$ cat src/rtl/swmm_pkg.sv
// ----------------------------------------------------------------------------
// swmm_pkg
// Shared types and constants for the sliding-window min/max block.
// ----------------------------------------------------------------------------
package swmm_pkg;

    // window length register
    localparam int            WLEN_W     = 7;
    localparam logic [6:0]    WLEN_RESET = 7'd3;

    // per-cell deque membership
    typedef struct packed {
        logic min_ok;
        logic max_ok;
    } swmm_flags_t;

    // control broadcast to every cell
    typedef struct packed {
        logic shift;    // a request was accepted: all cells move one place
        logic restart;  // start of a new sequence: drop every older entry
    } swmm_cell_ctrl_t;

    // number of registered levels in a binary tree over n leaves
    function automatic int tree_levels(input int n);
        return (n > 1) ? $clog2(n) : 1;
    endfunction

endpackage

$ cat src/rtl/swmm_cell.sv
// ----------------------------------------------------------------------------
// swmm_cell
// One place of the sample chain. Cell INDEX holds the sample of age INDEX and
// two flags telling whether that sample is still in the min and max deques.
// ----------------------------------------------------------------------------
module swmm_cell #(
    parameter int SAMPLE_WIDTH = 32,
    parameter int INDEX        = 0,
    parameter int LEN_W        = 7
) (
    input  logic                           clk,
    input  logic                           rst_n,
    input  swmm_pkg::swmm_cell_ctrl_t      ctrl,
    input  logic signed [SAMPLE_WIDTH-1:0] sample,
    input  logic        [LEN_W-1:0]        len_eff,
    input  logic signed [SAMPLE_WIDTH-1:0] prev_value,
    input  swmm_pkg::swmm_flags_t          prev_flags,
    output logic signed [SAMPLE_WIDTH-1:0] value,
    output swmm_pkg::swmm_flags_t          flags
);
    import swmm_pkg::*;

    localparam logic [LEN_W-1:0] AGE = LEN_W'(INDEX);

    logic signed [SAMPLE_WIDTH-1:0] value_reg;
    swmm_flags_t                    flags_reg;
    swmm_flags_t                    flags_next;
    logic                           expired;

    assign expired = (AGE >= len_eff);

    always_comb
    begin
        if (INDEX == 0)
        begin
            // newest sample always joins both deque tails
            flags_next.min_ok = 1'b1;
            flags_next.max_ok = 1'b1;
        end
        else
        begin
            // equal values are popped from both deques
            flags_next.min_ok = !ctrl.restart && prev_flags.min_ok && !expired
                                && (prev_value < sample);
            flags_next.max_ok = !ctrl.restart && prev_flags.max_ok && !expired
                                && (prev_value > sample);
        end
    end

    always_ff @(posedge clk or negedge rst_n)
    begin
        if (!rst_n)
        begin
            flags_reg <= '0;
        end
        else if (ctrl.shift)
        begin
            flags_reg <= flags_next;
        end
    end

    always_ff @(posedge clk)
    begin
        if (ctrl.shift)
        begin
            value_reg <= prev_value;
        end
    end

    assign value = value_reg;
    assign flags = flags_reg;

endmodule

$ cat config.mk
export PLATFORM = sky130hd
export DESIGN_NAME = swmm_cell
export DESIGN_NICKNAME = d
export VERILOG_FILES = /design/src/rtl/swmm_pkg.sv /design/src/rtl/swmm_cell.sv
export SDC_FILE = /design/constraint.sdc
export NUM_CORES = 1
export LEC_CHECK = 0
export ABC_AREA = 1
export BUFFER_PORTS_ARGS = -buffer_cell sky130_fd_sc_hd__buf_4
export CAP_MARGIN = 15
export CORE_ASPECT_RATIO = 1.4
export CORE_MARGIN = 5
export CORE_UTILIZATION = 35
export CTS_CLUSTER_SIZE = 14
export DETAILED_ROUTE_END_ITERATION = 8
export GPL_TIMING_DRIVEN = 0
export PLACE_DENSITY = 0.82
export SLEW_MARGIN = 20
export SYNTH_ARGS = -nofsm -noshare
export SYNTH_HDL_FRONTEND = slang
export SYNTH_SLANG_ARGS = --single-unit
$ cat constraint.sdc
create_clock -name clk -period 1.35 [get_ports clk]
set_clock_uncertainty 0.15 [all_clocks]
set_input_delay 0.2025 -clock clk [delete_from_list [all_inputs] [get_ports clk]]
set_output_delay 0.2025 -clock clk [all_outputs]
set_load 0.01 [all_outputs]
; Word-level counts from Yosys, hierarchy flattened
; Cells that the tools add are included.
[word_totals]
reg_bits = 33
output_inout_bits = 34
elab_cells = 2
inputBits = 77

; Logic depth before layout (Yosys ltp)
[depth]
ltp_word = 0
depth_mapped = 2
mapped_depth_nobuf = 2

; Worst setup path before layout
; Ideal clock, no wire load.
[synth_path]
path_type = register -> output
from = register flags[0] (netlist name)
to = output flags[1] in the netlist's numbering
path_slack_ps = 445
arrival_ps = 552
stages_incl_launch_ff = 2
required_time_ps = 998
n_path_buf = 1
path_cell_list = dfrtp_1 -> buf_4
[synth_rtl]
columns = item, line
row1 = to (decl), swmm_cell.sv:19  ; output swmm_pkg::swmm_flags_t flags

==> reports/results.txt <==
Worst vdd ir -> 0.907 mV
Width of the die -> 55.3 um
Post-Synthesis Cell Area -> 0.00100 sq mm
Reg2reg path depth -> 2
Worst-Skew Late Latency -> 0.28 ns
Worst-margin pin slew -> 0.390 ns
Largest register FFs -> 32
R2r startpoint -> flags[0]
Starting Density -> 35.6%
PwrDens -> 1130 mW/mm^2
CTS Hold Bufs -> 33
Worst setup EP type -> output port
Yosys warning count -> 0
Max Root-Sink Buffers -> 2
Setup TNS -> 0 ns
Wirelength per Cell -> 14.5 um
Post-Syn Instances -> 37
Crit path DAT -> 0.93 ns
Gr usage total -> 13.8%
Syn_nets -> 114
Area grow syn2layout -> 96.5%
Endpoints failing hold -> 0
DRC -> 0
CP required -> 1.00 ns
Post-route insts no fill -> 183
Die Height -> 73.4 um
Dpl ws -> 0.302 ns
Largest net degree at the start of global routing -> 34
Proportion of layout cells with a drive suffix above 1 -> 52.1%
Initial DRT Pass Iterations -> 4
Min-delay worst type -> primary input to async pin
Vias per Instance -> 4.09
Max Freq -> 778 MHz
First-pass GRT wire length -> 3910 um
Crit Path Category -> flop to output port
Fin util -> 70.0%
CTS Sinks -> 33
Max-slew violations -> 0
Relative slew slack -> 74.0%
Clock transition at the registers of the reported paths -> 0.06 ns
TritonCTS clock tree -> built
Seq/Total Area, Yosys -> 98.1%
DRT iter0 DRCs -> 11
Max cap viols -> 0
Root Driver -> clkbuf_8
Slack of the worst reg-to-reg path -> 0.61 ns
Final Critical Period -> 1.28 ns
Final worst setup slack -> 0.0653 ns
#FFs+latches synth -> 33
Post-CTS sizing -> 0
Static leakage -> 0.850 nW
Initial antenna violation count -> 0
I/O Pins -> 111
Placed Cells -> 142
H-tree Lvls -> 2
Vias post-DR -> 748
Final setup viols -> 0
CTS Buf Count -> 5
Antenna Nets Post-Route -> 0
RSZ-0062 raised after global routing -> false
# port buffers -> 68
Run status -> completed
Final Cycle Share -> 95.2%
Number of global-route vias before repair -> 791
Die area -> 0.00406 sq mm
Final Power -> 2.24 mW
Reg-to-reg endpoint -> flags[0]
Post-CTS Setup Repair Bufs -> 0
Core area -> 0.00282 sq mm
Grt ovf -> 0
GP Congestion -> 0.630
Critical Path Source Type -> flop
Total wire length -> 2650 um
Mapped Avg Cell Area -> 27.2 sq um
Rows -> 23
Library cells used by synthesis -> 5
CP max FO -> 3
Antenna cell count -> 0
Layout Nets -> 222
[worst max-delay path by stage]
stage                        start         to  slack, ns  cells after the start
after floorplan           flags[0]   flags[1]       0.45                      1
after global placement     ctrl[1]  value[18]       0.32                      1
after detailed placement   ctrl[1]  value[18]       0.30                      1
after CTS                 flags[0]   flags[1]       0.05                      2
after global routing      flags[0]   flags[1]       0.02                      2
final                     flags[0]   flags[1]       0.07                      2
[routing by layer]
| layer | track usage [%] | up-vias | part of all wire (%) |
|---|---|---|---|
| li1 | - | 356 | - |
| met1 | 10.3 | 349 | 27 |
| met2 | 26.8 | 36 | 61 |
| met3 | 5.98 | 7 | 8.1 |
| met4 | 9.73 | 0 | 3.1 |
| met5 | 0 | - | 0 |
[power breakdown]
group	total (mW)	switching, mW	leakage (nW)	internal, mW
clock	0.672	0.317	0.0450	0.356
sequential	1.23	0.0228	0.322	1.21
combinational	0.329	0.118	0.483	0.211
total	2.24	0.457	0.850	1.78
[synth_stat cells, drive strengths merged]
cell type | number | share of area, %
edfxtp | 32 | 96
inv | 2 | 0.75
buf | 1 | 0.75
dfrtp | 1 | 2.5
nand2 | 1 | 0.37
[area by class of cell]
type | count | area, sq um
Clock inverter | 2 | 10.0
Buffer | 1 | 7.51
Multi-Input combinational cell | 1 | 3.75
Fill cell | 201 | 846
Sequential cell | 33 | 986
Tap cell | 37 | 46.3
Inverter | 2 | 7.51
Clock buffer | 6 | 72.6
Timing Repair Buffer | 101 | 841
[critical path: stages (launching register included)]
cell and delay (ns):
dfrtp_1 0.39, buf_4 0.13, buf_4 0.13
[layout by cell type, fill, tap and decap left out]
| cell type | n |
|---|---|
| buf_4 | 69 |
| dlygate4sd3_1 | 33 |
| edfxtp_1 | 32 |
| clkbuf_8 | 5 |
| inv_1 | 2 |
| clkinv_2 | 2 |
| nand2_1 | 1 |
| clkbuf_1 | 1 |
| dfrtp_1 | 1 |
[through the flow]
step / hold WS, ns / instance area, sq um
after floorplan: -0.243 / 1000
after global placement: -0.172 / 1560
after detailed placement: -0.171 / 1560
after CTS: 0.0791 / 1970
after global routing: 0.106 / 1970
final: 0.0948 / 1970
[cells by family (layout without fill, tap and decap cells)]
kind of cell	Yosys count	in the layout	share of synthesized area [%]
buf+inv	3	112	1.49
flops	33	33	98.1
simple gates	1	1	0.373
Note: power is estimated with default switching activity, not from simulation.
